<file path="src/hw/rtl/pcbi_pkg.sv">
// Shared types, constants and tables of the pixel change burst injector.
// No dependencies; the design files but pcbi_ram refer to it by scoped names, the tests import it.
package pcbi_pkg;

    // Geometry limits and store sizes
    localparam int MAX_WIDTH   = 512;
    localparam int MAX_HEIGHT  = 512;
    localparam int MAX_STRIDE  = 16;
    localparam int STORE_DEPTH = MAX_WIDTH * MAX_HEIGHT;
    localparam int ADDR_W      = $clog2(STORE_DEPTH);

    // Field and register widths
    localparam int PX_W     = 9;
    localparam int PIXEL_W  = 32;
    localparam int CFG_W    = 10;
    localparam int STRIDE_W = 5;
    localparam int GAIN_W   = 10;
    localparam int CIDX_W   = 3;
    localparam int CELL_W   = 8;

    // Reciprocal used for division by the stride
    localparam int RECIP_SHIFT = 18;
    localparam int RECIP_W     = RECIP_SHIFT + 1;

    localparam logic [PIXEL_W-1:0] SHADOW_RESET = 32'hFF000000;
    localparam logic [CELL_W-1:0]  CELL_MAX     = 8'hFF;

    // Register indexes of the configuration port
    localparam logic [CIDX_W-1:0] CFG_FRAME_WIDTH   = 3'd0;
    localparam logic [CIDX_W-1:0] CFG_FRAME_HEIGHT  = 3'd1;
    localparam logic [CIDX_W-1:0] CFG_SAMPLE_STRIDE = 3'd2;
    localparam logic [CIDX_W-1:0] CFG_SAMPLED_WIDTH = 3'd3;
    localparam logic [CIDX_W-1:0] CFG_GAIN_Q8       = 3'd4;

    typedef enum logic {
        KIND_UPDATE = 1'b0,
        KIND_DRAIN  = 1'b1
    } t_kind;

    typedef enum logic [1:0] {
        FS_IDLE,
        FS_MUL,
        FS_ADDR
    } t_front_state;

    typedef enum logic [1:0] {
        BS_CLEAR,
        BS_IDLE,
        BS_LOOK
    } t_back_state;

    // One classified item on its way from front to back
    typedef struct packed {
        t_kind                kind;
        logic                 oor;
        logic                 cell_ok;
        logic [ADDR_W-1:0]    si;
        logic [ADDR_W-1:0]    ci;
        logic [PIXEL_W-1:0]   pixel;
        logic [GAIN_W-1:0]    gain;
    } t_job;

    // Rounded-up reciprocal, ceil(2^RECIP_SHIFT / s), for strides 1 to 16
    function automatic logic [RECIP_W-1:0] recip(input logic [STRIDE_W-1:0] s);
        logic [RECIP_W-1:0] r;
        case (s)
            5'd1:    r = 19'd262144;
            5'd2:    r = 19'd131072;
            5'd3:    r = 19'd87382;
            5'd4:    r = 19'd65536;
            5'd5:    r = 19'd52429;
            5'd6:    r = 19'd43691;
            5'd7:    r = 19'd37450;
            5'd8:    r = 19'd32768;
            5'd9:    r = 19'd29128;
            5'd10:   r = 19'd26215;
            5'd11:   r = 19'd23832;
            5'd12:   r = 19'd21846;
            5'd13:   r = 19'd20165;
            5'd14:   r = 19'd18725;
            5'd15:   r = 19'd17477;
            5'd16:   r = 19'd16384;
            default: r = 19'd262144;
        endcase
        return r;
    endfunction

endpackage

</file>
<file path="src/hw/rtl/pcbi_fifo.sv">
// Two-entry job queue between front and back.
// Depends on pcbi_pkg.
module pcbi_fifo (
    input  logic           i_clk,
    input  logic           i_rst_n,
    input  logic           i_push,
    input  pcbi_pkg::t_job i_job,
    input  logic           i_pop,
    output pcbi_pkg::t_job o_head,
    output logic           o_empty,
    output logic           o_full
);

    pcbi_pkg::t_job r_slot [2];
    logic           r_wptr, r_rptr;
    logic [1:0]     r_count;

    assign o_head  = r_slot[r_rptr];
    assign o_empty = (r_count == 2'd0);
    assign o_full  = (r_count == 2'd2);

    // Advance pointers and count
    always_ff @(posedge i_clk) begin
        if (!i_rst_n) begin
            r_wptr  <= 1'b0;
            r_rptr  <= 1'b0;
            r_count <= 2'd0;
        end else begin
            if (i_push) r_wptr <= !r_wptr;
            if (i_pop)  r_rptr <= !r_rptr;
            case ({i_push, i_pop})
                2'b10:   r_count <= r_count + 2'd1;
                2'b01:   r_count <= r_count - 2'd1;
                default: r_count <= r_count;
            endcase
        end
    end

    // Store pushed words
    always_ff @(posedge i_clk) begin
        if (i_push) r_slot[r_wptr] <= i_job;
    end

endmodule

</file>
<file path="config.mk">
export PLATFORM = sky130hd
export DESIGN_NAME = pcbi_fifo
export DESIGN_NICKNAME = d
export VERILOG_FILES = /design/src/hw/rtl/pcbi_pkg.sv /design/src/hw/rtl/pcbi_fifo.sv
export SDC_FILE = /design/constraint.sdc
export NUM_CORES = 1
export LEC_CHECK = 0
export BUFFER_PORTS_ARGS = -buffer_cell sky130_fd_sc_hd__buf_2
export CAP_MARGIN = 10
export CORE_MARGIN = 10
export CORE_UTILIZATION = 45
export DETAILED_ROUTE_END_ITERATION = 16
export GPL_TIMING_DRIVEN = 1
export HOLD_SLACK_MARGIN = 0.05
export PLACE_DENSITY = 0.73
export SLEW_MARGIN = 20
export SYNTH_ARGS = -nofsm -noshare
export SYNTH_HDL_FRONTEND = slang
export SYNTH_SLANG_ARGS = --single-unit
</file>
<file path="constraint.sdc">
create_clock -name i_clk -period 16 [get_ports i_clk]
set_clock_uncertainty 0.05 [all_clocks]
set_input_delay 3.2 -clock i_clk [delete_from_list [all_inputs] [get_ports i_clk]]
set_output_delay 3.2 -clock i_clk [all_outputs]
set_load 0.01 [all_outputs]
</file>
==> Yosys cells after proc, flatten, opt, wreduce, memory -nomap -nowiden <==
Memories as Yosys holds them, arrays and structs flattened. A register that Yosys moved wholly into a read port is not among the register bits.
Index checks and enable logic that the tools add are counted.
{ "op_classes": {"muxes": 5, "n_reduce_logical": 4, "n_addsub": 2, "eq_ne": 3} }
{ "ops": {"columns": ["op", "count"], "rows": [
  ["equality test 2 bit (second input constant)", 2],
  ["2-to-1 mux 1 bit", 4],
  ["one-hot mux 2 bit (2 select lines)", 1],
  ["adder 2 x 1 -> 2 bit (second input constant)", 1],
  ["equality test 2 x 1 -> 1 bit (second input constant)", 1],
  ["zero test 1 bit", 2],
  ["zero test 2 bit", 1],
  ["nonzero test 2 bit", 1],
  ["subtractor 2 x 1 -> 2 bit (second input constant)", 1]
]} }
{ "totals": {"register_bits": 4, "elab_cells": 18, "n_memories": 1, "mem_bits_rw": 162, "output_inout_bits": 83, "in_bits": 85} }
{ "mem_list": {"columns": ["name", "depth", "width", "read_ports", "rd_ports_with_merged_regs", "wr", "line_no", "rtl"], "rows": [
  ["r_slot", 2, 81, 1, 1, 1, "pcbi_fifo.sv:14", "pcbi_pkg::t_job r_slot [2];"]
]} }

==> Longest topological paths before layout <==
{ "depth": {"word_depth": 3, "depth_mapped": 5, "depth_no_buf": 5} }

==> Worst setup path before layout <==
OpenSTA, ideal clock, no wires.
{ "synth_path": {"path_kind": "input -> register", "from": "in i_push", "to": "mem r_slot[0][0] (netlist bit), enable pin", "setup_ns": 0.525, "n_path_buf": 0, "setup_slack_ns": 8.741, "arrival_time_ns": 6.684, "stages": 2, "required_ns": 15.425, "path_cell_list": "inv_1 nor2_1"} }
{ "synth_via": {"elab_chain_cells": 2} }
{ "synth_rtl": {"columns": ["element", "line_no", "rtl"], "rows": [
  ["from (decl)", "pcbi_fifo.sv:6", "input logic i_push,"],
  ["2-to-1 mux 1 bit", "pcbi_fifo.sv:41", "if (i_push) r_slot[r_wptr] <= i_job;"],
  ["2-to-1 mux 1 bit (not written as such)", "pcbi_fifo.sv:41", null],
  ["to (decl)", "pcbi_fifo.sv:14", null]
]} }
Every way passes these cells.

==> key figures <==
Status
  • Outcome: complete, no violations

Timing
  • Fin crit share: 32.7%
  • Worst slew margin: roughly 60%
  • Hold_ws: 0.452 ns
  • Worst setup margin: 10.77 ns
  • Minimum clock period after layout: 5.23 ns
  • Max-slew violations: 0
  • Least-Margin Pin Slew: 0.573 ns
  • Endpoints failing hold: 0
  • RSZ-0062 raised after global routing: false
  • Fin Setup TNS: 0 ns
  • Setup Viol. Count Final: 0
  • Achievable frequency: 191 MHz

Placed design
  • DP HPWL: approximately 8000 um
  • Port Buffers: about 170
  • Routability cong.: 0.735
  • DP Worst Slack: 10.59 ns

Worst setup path
  • CP Data Required Time: about 13 ns
  • Critical path class: reg2out
  • CP cell instances: buf_12 > mux2_2 > buf_2
  • Slowest cell on the critical path: dfxtp_4
  • Critical path's largest stage delay: 0.70 ns
  • Startpoint Class: flip-flop
  • Crit path DAT: about 2.0 ns
  • Crit path max fanout: between 40 and 50
  • CP Capture Type: primary output

Synth
  • Synth warn: 0
  • Avg Inst Size Synth: roughly 22 um^2
  • Synth Register Bits: 167
  • Ys async rst share: 0%
  • Synth Instances: approximately 270
  • Cell with the most instances after synthesis: edfxtp_1
  • Synth top area cells: edfxtp_1, mux2_2, dfxtp_1, buf_2, and2_1
  • Synth area leader: edfxtp_1
  • Number of synthesized flops with an enable pin: 162
  • Synth top cells by count: edfxtp_1, mux2_2, buf_2, dfxtp_1, and2_1
  • Cell variety after synth: 16
  • Synth Net Count: 360
  • Post-synth top area share: 80.6%
  • Post-Syn Area: 0.00604 mm^2
  • Register area share after synthesis: between 80% and 90%
  • Synth Flop Type: edfxtp_1

Power and ir drop
  • Sw frac: ~20%
  • Peak supply drop: between 0.07 and 0.08 mV
  • Internal power: 0.849 mW
  • Leakage: just under 3 nW
  • Clock power frac: 42.4%
  • Reg power frac: 48.6%
  • P per Cell Area: 136 mW/mm^2
  • Switch Pwr: 0.209 mW
  • Overall power: 1.06 mW
  • Combinational power share: roughly 9%

Clocking
  • Clock Latency Late Sink: a little over 0.4 ns
  • CTS resizes: 0
  • CTS Hold Bufs: 0
  • Root buf cell: clkbuf_16
  • Post-CTS Setup Inserts: 0
  • Clock buffer depth: 2
  • CTS clk-pin slew, worst paths: 0.06 ns
  • Sink Count: 167
  • H-tree depth: 4
  • CTS Buf Count: 17
  • CTS tree: yes

Floorplan
  • Die extent in y: 136 um
  • Die Area: 0.0185 mm^2
  • Die width: 136 um
  • Ports: 168
  • Initial core utilization: 45.8%
  • Core area: around 0.013 mm^2
  • Row count: 42

Cells and area
  • Filler cell count in the final layout: 1,003
  • Share of post-route cells with drive strength above 1: between 60% and 70%
  • Reg area: between 0.004 and 0.005 mm^2
  • Finished Core Util: 59.0%
  • Diode count: 0
  • Area of the multi-input gates: 0.00103 mm^2
  • Area grow syn2layout: 29.0%
  • Final nets: ~540

Global routing
  • Number of global-route vias before repair: 3,499
  • Initial antenna violation count: 0
  • Overflow after GRT: 0
  • Total GRT Usage: 12.9%
  • Pin count of the biggest net entering global routing: 82
  • First-pass GRT wire length: 18,100 um

Route
  • Routed Antenna Nets: 0
  • Via density: 4.74
  • Post-route DRC: 0
  • Vias: 3,055
  • Initial DRC count: 127
  • Final WL: 11,800 um
  • Drt pass-1 iters: 4
  • DR WL/cell: 18.3 um

Min path
  • Worst min path class: reg2reg

Run
  • Max cap viols: 0
final timing paths:
path / from / end / slack, ns / depth (start not counted)
setup / recovery: flip-flop / o_head[30] / 10.77 / 3
hold / removal: r_count[1]$_SDFFE_PN0P_ / r_count[1]$_SDFFE_PN0P_ / 0.45 / 2
setup reg to reg: r_wptr$_SDFFE_PN0P_ / r_slot[0][12]$_DFFE_PP_ / 14.03 / 3
hold reg to reg: r_count[1]$_SDFFE_PN0P_ / r_count[1]$_SDFFE_PN0P_ / 0.45 / 2
final cells by class:
class                      instances  share of cell area [%]
clock buffer                      22                    5.83
sequential                       167                    63.8
timing repair buffer             171                    11.6
multi-input combinational         97                    13.3
tap                              176                    2.83
inverter                           1                  0.0482
clock inverter                    10                    2.60
logic make-up (layout without fill, tap and decap cells):
group,Yosys count,in the layout,synth area share [%]
flip-flops,167,167,82.2
multiplexers,81,81,15.1
buffers and inverters,10,204,0.808
AND/OR/NAND/NOR,9,9,0.891
AO/OA/AOI/OAI,3,3,0.332
XOR/XNOR,3,3,0.435
adder cells (fa/ha/maj),1,1,0.207
power by group through the flow:
stage	registers, mW	logic (mW)	clock network (mW)
2_1_floorplan	0.520	0.0556	0
3_3_place_gp	0.527	0.0890	0
3_5_place_dp	0.529	0.0909	0
4_1_cts	0.520	0.0915	0.458
5_1_grt	0.517	0.104	0.476
6_report	0.515	0.0950	0.448
per-layer routing:
metal  GRT usage, %  share of wire, %  wire (um)  up-vias
li1               -                 -          -     1442
met1           13.1                38       4530     1494
met2           22.3                52       6180      111
met3           6.01               8.6       1020        8
met4           5.20              0.75         88        0
met5              0                 0          0        -
per-stage QoR:
step                      std cells  area, um^2
after floorplan                 274        6040
after global placement          609        7070
after detailed placement        609        7070
after CTS                       641        7730
after global routing            644        7790
final                           644        7790
critical path, delay by kind of cell (launching register included):
family / cells / cell delay [ns]
buffers and inverters: 2 / 0.46
DFF: 1 / 0.70
muxes: 1 / 0.39
placed cells by master (no fill, tap or decap), types with 2 or more instances in the layout:
master,instances
edfxtp_1,162
clkbuf_1,4
bufinv_16,6
mux2_2,81
buf_12,3
and2_1,3
dfxtp_1,4
xnor2_1,2
clkbuf_16,17
clkinv_2,3
buf_2,167
registers in the layout, indices dropped and copies added (netlist names), named ones only:
name     cells
r_count      2
r_rptr       1
r_slot     162
r_wptr       1
No activity file was read; power rests on OpenSTA's default activity.
