==> src/hw/rtl/pcbi_pkg.sv <==
// Shared types, constants and tables of the pixel change burst injector.
// No dependencies; the design files but pcbi_ram refer to it by scoped names, the tests import it.
package pcbi_pkg;

    // Geometry limits and store sizes
    localparam int MAX_WIDTH   = 512;
    localparam int MAX_HEIGHT  = 512;
    localparam int MAX_STRIDE  = 16;
    localparam int STORE_DEPTH = MAX_WIDTH * MAX_HEIGHT;
    localparam int ADDR_W      = $clog2(STORE_DEPTH);

    // Field and register widths
    localparam int PX_W     = 9;
    localparam int PIXEL_W  = 32;
    localparam int CFG_W    = 10;
    localparam int STRIDE_W = 5;
    localparam int GAIN_W   = 10;
    localparam int CIDX_W   = 3;
    localparam int CELL_W   = 8;

    // Reciprocal used for division by the stride
    localparam int RECIP_SHIFT = 18;
    localparam int RECIP_W     = RECIP_SHIFT + 1;

    localparam logic [PIXEL_W-1:0] SHADOW_RESET = 32'hFF000000;
    localparam logic [CELL_W-1:0]  CELL_MAX     = 8'hFF;

    // Register indexes of the configuration port
    localparam logic [CIDX_W-1:0] CFG_FRAME_WIDTH   = 3'd0;
    localparam logic [CIDX_W-1:0] CFG_FRAME_HEIGHT  = 3'd1;
    localparam logic [CIDX_W-1:0] CFG_SAMPLE_STRIDE = 3'd2;
    localparam logic [CIDX_W-1:0] CFG_SAMPLED_WIDTH = 3'd3;
    localparam logic [CIDX_W-1:0] CFG_GAIN_Q8       = 3'd4;

    typedef enum logic {
        KIND_UPDATE = 1'b0,
        KIND_DRAIN  = 1'b1
    } t_kind;

    typedef enum logic [1:0] {
        FS_IDLE,
        FS_MUL,
        FS_ADDR
    } t_front_state;

    typedef enum logic [1:0] {
        BS_CLEAR,
        BS_IDLE,
        BS_LOOK
    } t_back_state;

    // One classified item on its way from front to back
    typedef struct packed {
        t_kind                kind;
        logic                 oor;
        logic                 cell_ok;
        logic [ADDR_W-1:0]    si;
        logic [ADDR_W-1:0]    ci;
        logic [PIXEL_W-1:0]   pixel;
        logic [GAIN_W-1:0]    gain;
    } t_job;

    // Rounded-up reciprocal, ceil(2^RECIP_SHIFT / s), for strides 1 to 16
    function automatic logic [RECIP_W-1:0] recip(input logic [STRIDE_W-1:0] s);
        logic [RECIP_W-1:0] r;
        case (s)
            5'd1:    r = 19'd262144;
            5'd2:    r = 19'd131072;
            5'd3:    r = 19'd87382;
            5'd4:    r = 19'd65536;
            5'd5:    r = 19'd52429;
            5'd6:    r = 19'd43691;
            5'd7:    r = 19'd37450;
            5'd8:    r = 19'd32768;
            5'd9:    r = 19'd29128;
            5'd10:   r = 19'd26215;
            5'd11:   r = 19'd23832;
            5'd12:   r = 19'd21846;
            5'd13:   r = 19'd20165;
            5'd14:   r = 19'd18725;
            5'd15:   r = 19'd17477;
            5'd16:   r = 19'd16384;
            default: r = 19'd262144;
        endcase
        return r;
    endfunction

endpackage

==> src/hw/rtl/pcbi_front.sv <==
// Front end: configuration registers, item intake, bound checks and address maths.
// Depends on pcbi_pkg.
module pcbi_front (
    input  logic                          i_clk,
    input  logic                          i_rst_n,
    input  logic                          i_cfg_we,
    input  logic [pcbi_pkg::CIDX_W-1:0]   i_cfg_index,
    input  logic [pcbi_pkg::CFG_W-1:0]    i_cfg_data,
    input  logic                          i_hold,
    input  logic                          i_in_valid,
    output logic                          o_in_stall,
    input  logic                          i_kind,
    input  logic [pcbi_pkg::PX_W-1:0]     i_pos_x,
    input  logic [pcbi_pkg::PX_W-1:0]     i_pos_y,
    input  logic [pcbi_pkg::PIXEL_W-1:0]  i_new_pixel,
    input  logic                          i_full,
    output logic                          o_push,
    output pcbi_pkg::t_job                o_job
);

    localparam int QX_W = pcbi_pkg::PX_W + pcbi_pkg::RECIP_W;
    localparam int HS_W = pcbi_pkg::CFG_W + 1;
    localparam int QH_W = HS_W + pcbi_pkg::RECIP_W;
    localparam int SI_W = pcbi_pkg::PX_W + pcbi_pkg::CFG_W + 1;

    pcbi_pkg::t_front_state r_state, n_state;

    logic [pcbi_pkg::CFG_W-1:0]    r_frame_width, r_frame_height, r_sampled_width, r_gain;
    logic [pcbi_pkg::STRIDE_W-1:0] r_stride;

    logic                          r_kind;
    logic [pcbi_pkg::PX_W-1:0]     r_px, r_py;
    logic [pcbi_pkg::PIXEL_W-1:0]  r_pixel;
    logic [QX_W-1:0]               r_qx, r_qy;
    logic [QH_W-1:0]               r_qh;
    logic [SI_W-1:0]               r_si;

    logic [pcbi_pkg::CFG_W-1:0]    w_eff, h_eff, sw_eff;
    logic [pcbi_pkg::STRIDE_W-1:0] s_eff;
    logic [pcbi_pkg::RECIP_W-1:0]  rs;
    logic [HS_W-1:0]               h_plus;
    logic [pcbi_pkg::PX_W-1:0]     cx, cy;
    logic [HS_W-1:0]               sh_rows;
    logic                          cell_ok, upd_ok, drn_ok;
    logic [pcbi_pkg::PX_W-1:0]     row_sel, col_sel;
    logic [SI_W-1:0]               ci_full;
    logic                          accept;

    function automatic logic [pcbi_pkg::CFG_W-1:0] CFG_W_EXT(
        input logic [pcbi_pkg::PX_W-1:0] v
    );
        return pcbi_pkg::CFG_W'(v);
    endfunction

    // Clamp the geometry to the store limits
    always_comb begin
        w_eff  = (r_frame_width > pcbi_pkg::CFG_W'(pcbi_pkg::MAX_WIDTH))
               ? pcbi_pkg::CFG_W'(pcbi_pkg::MAX_WIDTH) : r_frame_width;
        h_eff  = (r_frame_height > pcbi_pkg::CFG_W'(pcbi_pkg::MAX_HEIGHT))
               ? pcbi_pkg::CFG_W'(pcbi_pkg::MAX_HEIGHT) : r_frame_height;
        sw_eff = (r_sampled_width > pcbi_pkg::CFG_W'(pcbi_pkg::MAX_WIDTH))
               ? pcbi_pkg::CFG_W'(pcbi_pkg::MAX_WIDTH) : r_sampled_width;
        if (r_stride == '0) begin
            s_eff = pcbi_pkg::STRIDE_W'(1);
        end else if (r_stride > pcbi_pkg::STRIDE_W'(pcbi_pkg::MAX_STRIDE)) begin
            s_eff = pcbi_pkg::STRIDE_W'(pcbi_pkg::MAX_STRIDE);
        end else begin
            s_eff = r_stride;
        end
        rs     = pcbi_pkg::recip(s_eff);
        h_plus = HS_W'(h_eff) + HS_W'(s_eff) - HS_W'(1);
    end

    assign accept     = i_in_valid && !o_in_stall;
    assign o_in_stall = (r_state != pcbi_pkg::FS_IDLE) || i_hold;

    // Quotients from the reciprocal products
    always_comb begin
        cx      = r_qx[pcbi_pkg::RECIP_SHIFT +: pcbi_pkg::PX_W];
        cy      = r_qy[pcbi_pkg::RECIP_SHIFT +: pcbi_pkg::PX_W];
        sh_rows = r_qh[pcbi_pkg::RECIP_SHIFT +: HS_W];
        cell_ok = CFG_W_EXT(cx) < sw_eff;
        upd_ok  = (CFG_W_EXT(r_px) < w_eff) && (CFG_W_EXT(r_py) < h_eff);
        drn_ok  = (CFG_W_EXT(r_px) < sw_eff) && (HS_W'(r_py) < sh_rows);
        row_sel = (r_kind == pcbi_pkg::KIND_DRAIN) ? r_py : cy;
        col_sel = (r_kind == pcbi_pkg::KIND_DRAIN) ? r_px : cx;
        ci_full = SI_W'(row_sel) * SI_W'(sw_eff) + SI_W'(col_sel);
    end

    // Build the job for the queue
    always_comb begin
        o_job.kind    = pcbi_pkg::t_kind'(r_kind);
        o_job.oor     = (r_kind == pcbi_pkg::KIND_DRAIN) ? !drn_ok : !upd_ok;
        o_job.cell_ok = cell_ok;
        o_job.si      = r_si[pcbi_pkg::ADDR_W-1:0];
        o_job.ci      = ((r_kind == pcbi_pkg::KIND_DRAIN) || cell_ok)
                      ? ci_full[pcbi_pkg::ADDR_W-1:0] : '0;
        o_job.pixel   = r_pixel;
        o_job.gain    = r_gain;
    end

    // Next state
    always_comb begin
        n_state = r_state;
        case (r_state)
            pcbi_pkg::FS_IDLE: if (accept) n_state = pcbi_pkg::FS_MUL;
            pcbi_pkg::FS_MUL:  n_state = pcbi_pkg::FS_ADDR;
            pcbi_pkg::FS_ADDR: if (!i_full) n_state = pcbi_pkg::FS_IDLE;
            default:           n_state = pcbi_pkg::FS_IDLE;
        endcase
    end

    // Outputs of the sequencer
    always_comb begin
        case (r_state)
            pcbi_pkg::FS_ADDR: o_push = !i_full;
            default:           o_push = 1'b0;
        endcase
    end

    // Control state and configuration
    always_ff @(posedge i_clk) begin
        if (!i_rst_n) begin
            r_state         <= pcbi_pkg::FS_IDLE;
            r_frame_width   <= pcbi_pkg::CFG_W'(512);
            r_frame_height  <= pcbi_pkg::CFG_W'(512);
            r_stride        <= pcbi_pkg::STRIDE_W'(1);
            r_sampled_width <= pcbi_pkg::CFG_W'(512);
            r_gain          <= pcbi_pkg::CFG_W'(256);
        end else begin
            r_state <= n_state;
            if (i_cfg_we) begin
                case (i_cfg_index)
                    pcbi_pkg::CFG_FRAME_WIDTH:   r_frame_width   <= i_cfg_data;
                    pcbi_pkg::CFG_FRAME_HEIGHT:  r_frame_height  <= i_cfg_data;
                    pcbi_pkg::CFG_SAMPLE_STRIDE: r_stride        <= i_cfg_data[pcbi_pkg::STRIDE_W-1:0];
                    pcbi_pkg::CFG_SAMPLED_WIDTH: r_sampled_width <= i_cfg_data;
                    pcbi_pkg::CFG_GAIN_Q8:       r_gain          <= i_cfg_data;
                    default: ;
                endcase
            end
        end
    end

    // Capture the item, then form the products
    always_ff @(posedge i_clk) begin
        if (accept) begin
            r_kind  <= i_kind;
            r_px    <= i_pos_x;
            r_py    <= i_pos_y;
            r_pixel <= i_new_pixel;
        end
        if (r_state == pcbi_pkg::FS_MUL) begin
            r_qx <= QX_W'(r_px) * QX_W'(rs);
            r_qy <= QX_W'(r_py) * QX_W'(rs);
            r_qh <= QH_W'(h_plus) * QH_W'(rs);
            r_si <= SI_W'(r_py) * SI_W'(w_eff) + SI_W'(r_px);
        end
    end

endmodule

==> config.mk <==
export PLATFORM = sky130hd
export DESIGN_NAME = pcbi_front
export DESIGN_NICKNAME = d
export VERILOG_FILES = /design/src/hw/rtl/pcbi_pkg.sv /design/src/hw/rtl/pcbi_front.sv
export SDC_FILE = /design/constraint.sdc
export NUM_CORES = 2
export LEC_CHECK = 0
export ABC_CLOCK_PERIOD_IN_PS = 11500
export BUFFER_PORTS_ARGS = -buffer_cell sky130_fd_sc_hd__buf_2
export CAP_MARGIN = 20
export CORE_MARGIN = 2
export CORE_UTILIZATION = 40
export CTS_CLUSTER_DIAMETER = 50
export DETAILED_ROUTE_END_ITERATION = 10
export PLACE_DENSITY = 0.62
export SKIP_CTS_REPAIR_TIMING = 1
export SLEW_MARGIN = 20
export SYNTH_ARGS = -nofsm -noshare
export SYNTH_HDL_FRONTEND = slang
export SYNTH_SLANG_ARGS = --single-unit
==> constraint.sdc <==
create_clock -name i_clk -period 11.5 [get_ports i_clk]
set_clock_uncertainty 0.1 [all_clocks]
set_input_delay 3.45 -clock i_clk [delete_from_list [all_inputs] [get_ports i_clk]]
set_output_delay 3.45 -clock i_clk [all_outputs]
set_load 0.02 [all_outputs]
## Word-level counts from Yosys, hierarchy flattened

Memories as Yosys holds them, arrays and structs flattened.
Cells that the tools add are included.

- Bits in registers: 199
- Bits in read-only memories: 608
- Input bits: 70
- Output and inout bits: 83
- Logic and storage cells: 73
- Memories kept: 1

Memory list:

| name | depth | bits a word | read ports | clocked after Yosys merged registers in | write ports | line | RTL |
|---|---|---|---|---|---|---|---|
| (name not given) | 32 | 19 | 1 | 0 | 0 | pcbi_pkg.sv:66 | `case (s)` |

- Add/sub/neg operators: 4
- Multipliers: 5
- Magnitude comparators: 9
- Eq/ne operators: 8
- Muxes and demuxes: 13
- Reduce and logical (&&, ||, !) cells: 19

Operator list:

| kind | count |
|---|---|
| $mul A9 B19 Y27 | 2 |
| $lt A9 B10 Y1 | 4 |
| $add A18 B9 Y18 | 2 |
| $mul A9 B10 Y18 | 2 |
| $gt A10 B10 Y1 const B | 3 |
| $mux W10 | 3 |
| $mul A11 B19 Y29 | 1 |
| $mux W18 | 1 |
| $mux W9 | 2 |
| $reduce_and A2 Y1 | 6 |
| $add A10 B5 Y11 | 1 |
| $lt A9 B11 Y1 | 1 |
| $sub A11 B1 Y11 const B | 1 |
| $mux W5 | 2 |
| $eq A3 B2 Y1 const B | 2 |
| $pmux W2 S3 | 1 |
| $gt A5 B5 Y1 const B | 1 |
| $logic_not A5 Y1 | 1 |
| $logic_not A1 Y1 | 4 |
| $mux W2 | 2 |
| $ne A2 B2 Y1 const B | 2 |
| $eq A3 B1 Y1 const B | 1 |
| $eq A3 B3 Y1 const B | 1 |
| $logic_and A1 B1 Y1 | 3 |
| 7 further kinds | 9 |

## Depth between registers and ports, before layout

- Depth after elaboration: 6
- Gate-level depth with buffers: 39

## Worst setup path before layout

OpenSTA, ideal clock, no wires.

- Path kind: register to output
- Start: reg r_kind
- End: out o_job[59] (netlist bit)
- Arrival: 6.001 ns
- Setup slack: 1.949 ns
- Stages on the path, launching flop included: 23
- Buffers on the path: 2
- Path through: edfxtp_1 > clkbuf_1 > clkbuf_1 > mux2_2 > nand2_1 > fa_1 > inv_1 > fa_1 > fa_1 > fa_1 > inv_1 > fa_1 > inv_1 > ha_1 > a21o_1 > a21o_1 > a21o_1 > a21oi_1 > o21ai_1 > a21oi_1 > o21ai_1 > and3_1 > nor4_1

RTL lines:

| item | line | RTL |
|---|---|---|
| start: declaration | pcbi_front.sv:31 | `logic r_kind;` |
| start signal: assignment | pcbi_front.sv:148 | `r_kind <= i_kind;` |
| end: declaration | pcbi_front.sv:18 | `output pcbi_pkg::t_job o_job` |

==> results_tabular.tex <==
\begin{tabular}{lr}
\hline
Metric & Value \\
\hline
\multicolumn{2}{l}{\textbf{Outcome}} \\
\quad Outcome & complete, no violations \\
\multicolumn{2}{l}{\textbf{Global route}} \\
\quad Maximum number of pins on one net before global-route repair & 48 \\
\quad Global router's overall resource usage & 21.0\% \\
\quad Number of global-route vias before repair & 22272 \\
\quad First-pass GRT wire length & 121 mm \\
\quad Initial antenna violation count & 1 \\
\quad Remaining global-route overflow & 0 \\
\multicolumn{2}{l}{\textbf{Die}} \\
\quad Die outline area & 0.0728 mm² \\
\quad Die H & 270 µm \\
\quad Core area & 0.0700 mm² \\
\quad Die X & 270 µm \\
\quad Starting utilization of the core area & 40.4\% \\
\quad Number of core rows & 97 \\
\quad Num ports & 153 \\
\multicolumn{2}{l}{\textbf{Setup path}} \\
\quad Worst setup path category & register to output port \\
\quad Maximum net fanout on the critical path & 25 \\
\quad Element type at the critical path end & output port \\
\quad Kind of start point of the critical path & register \\
\quad CP Data Required Time & 7950 ps \\
\quad Critical path arrival & 6830 ps \\
\quad Beginning of the critical path & r\_kind \\
\quad FF-to-FF Start & r\_stride[4] \\
\multicolumn{2}{l}{\textbf{Timing}} \\
\quad Final Hold Viols & 0 \\
\quad Post-route clock period utilization & 90.3\% \\
\quad Max Freq & 96.3 MHz \\
\quad Count of final setup violators & 0 \\
\quad Relative max-transition margin & 27.9\% \\
\quad RSZ-0062 raised after global routing & false \\
\quad Count of pins over their slew limit & 0 \\
\quad Shortest clock period the worst path allows after layout & 10380 ps \\
\quad Worst-Margin Slew & 1080 ps \\
\quad Fin Setup TNS & 0 ps \\
\multicolumn{2}{l}{\textbf{Clock tree}} \\
\quad Number of clock buffers inserted by TritonCTS & 17 \\
\quad Max Buffers Root-to-Sink & 2 \\
\quad Root buffer cell & sky130\_fd\_sc\_hd\_\_clkbuf\_16 \\
\quad TritonCTS Sinks & 145 \\
\quad Worst-skew pair later-pin latency & 460 ps \\
\quad CTS H-tree lvls & 4 \\
\quad TritonCTS clock tree & built \\
\quad Clk slew on worst S/H paths & 60 ps \\
\multicolumn{2}{l}{\textbf{Synthesis}} \\
\quad Yosys top cell by area & sky130\_fd\_sc\_hd\_\_fa\_1 \\
\quad Cell variety after synth & 68 \\
\quad Leading post-synthesis cells by instance count & 575 x sky130\_fd\_sc\_hd\_\_nand2\_1, 561 x sky130\_fd\_sc\_hd\_\_inv\_1, 509 x sky130\_fd\_sc\_hd\_\_fa\_1 \\
\quad Post-synthesis sequential element count & 145 \\
\quad Largest cells by area after synthesis & sky130\_fd\_sc\_hd\_\_fa\_1 36\%, sky130\_fd\_sc\_hd\_\_ha\_1 14\%, sky130\_fd\_sc\_hd\_\_edfxtp\_1 10\% \\
\quad Commonest register cell after synthesis & sky130\_fd\_sc\_hd\_\_edfxtp\_1 \\
\quad Number of warnings issued by yosys & 0 \\
\quad Proportion of register bits with asynchronous set or reset after synthesis & 0\% \\
\quad Post-synth top area share & 36.0\% \\
\quad Mean post-synth cell area & 9.10 µm² \\
\quad Number of enable flip-flop cells after synthesis & 98 \\
\quad Sequential element share of the synthesized area & 13.7\% \\
\quad Post-Syn Instances & 3108 \\
\quad Post-synth net total & 3994 \\
\quad Syn Std Cell Area & 0.0283 mm² \\
\quad Leading cell type by number of instances after synthesis & sky130\_fd\_sc\_hd\_\_nand2\_1 \\
\multicolumn{2}{l}{\textbf{Layout}} \\
\quad Core Util, Final & 43.9\% \\
\quad Register cell area after layout & 0.00388 mm² \\
\quad Total inserted antenna cells & 0 \\
\quad Synthesis-to-finish area growth & 8.82\% \\
\quad Final net count & 4061 \\
\quad Fraction of final layout cells with drive strength greater than 1 & 8.59\% \\
\quad Post-layout instance count excluding filler cells & 4128 \\
\quad Area of the multi-input gates & 0.0219 mm² \\
\quad Count of fill cells added during filler insertion & 6869 \\
\quad Final design instance area without fill & 0.0308 mm² \\
\multicolumn{2}{l}{\textbf{Power and ir drop}} \\
\quad P per Cell Area & 59.5 mW/mm² \\
\quad Maximum resistive drop on vdd & 123 µV \\
\quad Reported leakage power & 14.7 nW \\
\multicolumn{2}{l}{\textbf{Route}} \\
\quad Number of detailed-routing iterations run before antenna repair & 5 \\
\quad Vias per cell & 5.08 \\
\quad Antenna Violating Nets Remaining & 0 \\
\quad \# DRC & 0 \\
\quad Total wire length & 73.4 mm \\
\quad Via count & 20959 \\
\quad First DRT Iteration DRCs & 1318 \\
\quad Final routed wire length divided by cell count & 17.8 µm \\
\multicolumn{2}{l}{\textbf{Placed design}} \\
\quad Placed standard-cell area & 0.0301 mm² \\
\quad Number of instances in the placed design & 4096 \\
\quad Post-DP HPWL & 56.9 mm \\
\quad Number of buffers added on ports & 152 \\
\quad Last weighted congestion value of the routability-driven placer & 0.890 \\
\multicolumn{2}{l}{\textbf{Worst hold path}} \\
\quad Hold Path Origin & r\_gain[6] \\
\quad Worst min path class & register to register \\
\multicolumn{2}{l}{\textbf{Job}} \\
\quad Number of maximum-capacitance constraint violations & 0 \\
\hline
\end{tabular}
-- flip-flops by register name, summed over array words and instances, names as in the netlist --
signal / cells
r_frame_height: 10
r_frame_width: 10
r_gain: 10
r_kind: 1
r_pixel: 32
r_px: 9
r_py: 9
r_qh: 11
r_qx: 9
r_qy: 9
r_sampled_width: 10
r_si: 18
r_state: 2
r_stride: 5
-- kinds of logic after synthesis --
kind of cell,after synthesis,synth area share (%)
adder cells (fa/ha/maj),816,49.6
XOR/XNOR,77,2.43
AND/OR/NAND/NOR,1088,17.8
AO/OA/AOI/OAI,245,5.92
multiplexers,27,1.07
flip-flops,145,13.7
buffers and inverters,710,9.45
-- routing by layer --
metal | GRT usage, % | vias up | wire, µm
met5 | 0 | - | 17
met4 | 6.18 | 2 | 1770
met3 | 3.17 | 91 | 3900
met2 | 35.3 | 552 | 35400
met1 | 28.0 | 10621 | 32300
li1 | - | 9693 | -
-- placed cells by master (no fill, tap or decap), types with 21 or more instances in the layout --
| master | n |
|---|---|
| sky130_fd_sc_hd__nand2_1 | 575 |
| sky130_fd_sc_hd__buf_4 | 44 |
| sky130_fd_sc_hd__xor2_1 | 21 |
| sky130_fd_sc_hd__edfxtp_1 | 98 |
| sky130_fd_sc_hd__a21boi_0 | 40 |
| sky130_fd_sc_hd__nor3_1 | 22 |
| sky130_fd_sc_hd__nand2b_1 | 48 |
| sky130_fd_sc_hd__nor2_1 | 129 |
| sky130_fd_sc_hd__buf_2 | 152 |
| sky130_fd_sc_hd__a21oi_1 | 53 |
| sky130_fd_sc_hd__a21o_1 | 33 |
| sky130_fd_sc_hd__ha_1 | 307 |
| sky130_fd_sc_hd__inv_1 | 561 |
| sky130_fd_sc_hd__nor2b_1 | 37 |
| sky130_fd_sc_hd__xnor2_1 | 52 |
| sky130_fd_sc_hd__dfxtp_1 | 47 |
| sky130_fd_sc_hd__and2_1 | 193 |
| sky130_fd_sc_hd__fa_1 | 509 |
| sky130_fd_sc_hd__o21ai_0 | 23 |
-- area by class of cell --
type / instances / share of cell area [%]
Multi-Input combinational cell: 2253 / 71.2
Sequential cell: 145 / 12.6
Inverter: 562 / 6.86
Tap cell: 940 / 3.82
Timing Repair Buffer: 196 / 3.55
Clock buffer: 23 / 1.69
Clock inverter: 9 / 0.293
-- report_power, final --
group | total, W | switching [W] | internal, W
clock | 0.000587 | 0.000245 | 0.000343
combinational | 0.000641 | 0.000406 | 0.000235
sequential | 0.000601 | 0.0000155 | 0.000585
-- final timing paths --
| path | endpoint | slack, ps | cells past startpoint |
|---|---|---|---|
| worst max-delay path | o_job[59] | 1120 | 20 |
| worst min-delay path | r_gain[6] | 370 | 2 |
| worst max register to register | r_qh[28] | 1830 | 29 |
| worst min register to register | r_gain[6] | 370 | 2 |
-- worst max-delay path, stage by stage (launching register included) --
cell and delay [ps]:
sky130_fd_sc_hd__edfxtp_1 1040, sky130_fd_sc_hd__mux2i_1 640, sky130_fd_sc_hd__nor2_1 130, sky130_fd_sc_hd__fa_1 560, sky130_fd_sc_hd__inv_1 60, sky130_fd_sc_hd__fa_1 510
sky130_fd_sc_hd__fa_1 520, sky130_fd_sc_hd__inv_1 50, sky130_fd_sc_hd__fa_1 450, sky130_fd_sc_hd__ha_1 290, sky130_fd_sc_hd__ha_1 340, sky130_fd_sc_hd__a21o_1 180
sky130_fd_sc_hd__a21o_1 170, sky130_fd_sc_hd__a21o_1 190, sky130_fd_sc_hd__a21oi_1 130, sky130_fd_sc_hd__o21ai_1 110, sky130_fd_sc_hd__a21oi_1 260, sky130_fd_sc_hd__o21ai_1 120
sky130_fd_sc_hd__and3_1 190, sky130_fd_sc_hd__nor4_1 240, sky130_fd_sc_hd__buf_2 210
-- through the flow --
| stage | setup WS [ps] | total power [W] | hold WS [ps] |
|---|---|---|---|
| after detailed placement | 1700 | 0.00125 | 364 |
| after floorplan | 1950 | 0.00105 | 352 |
| after global placement | 1710 | 0.00125 | 355 |
| after CTS | 1170 | 0.00185 | 374 |
| final | 1120 | 0.00183 | 373 |
| after global routing | 784 | 0.00195 | 385 |
Power figures use the tool's default switching activity.
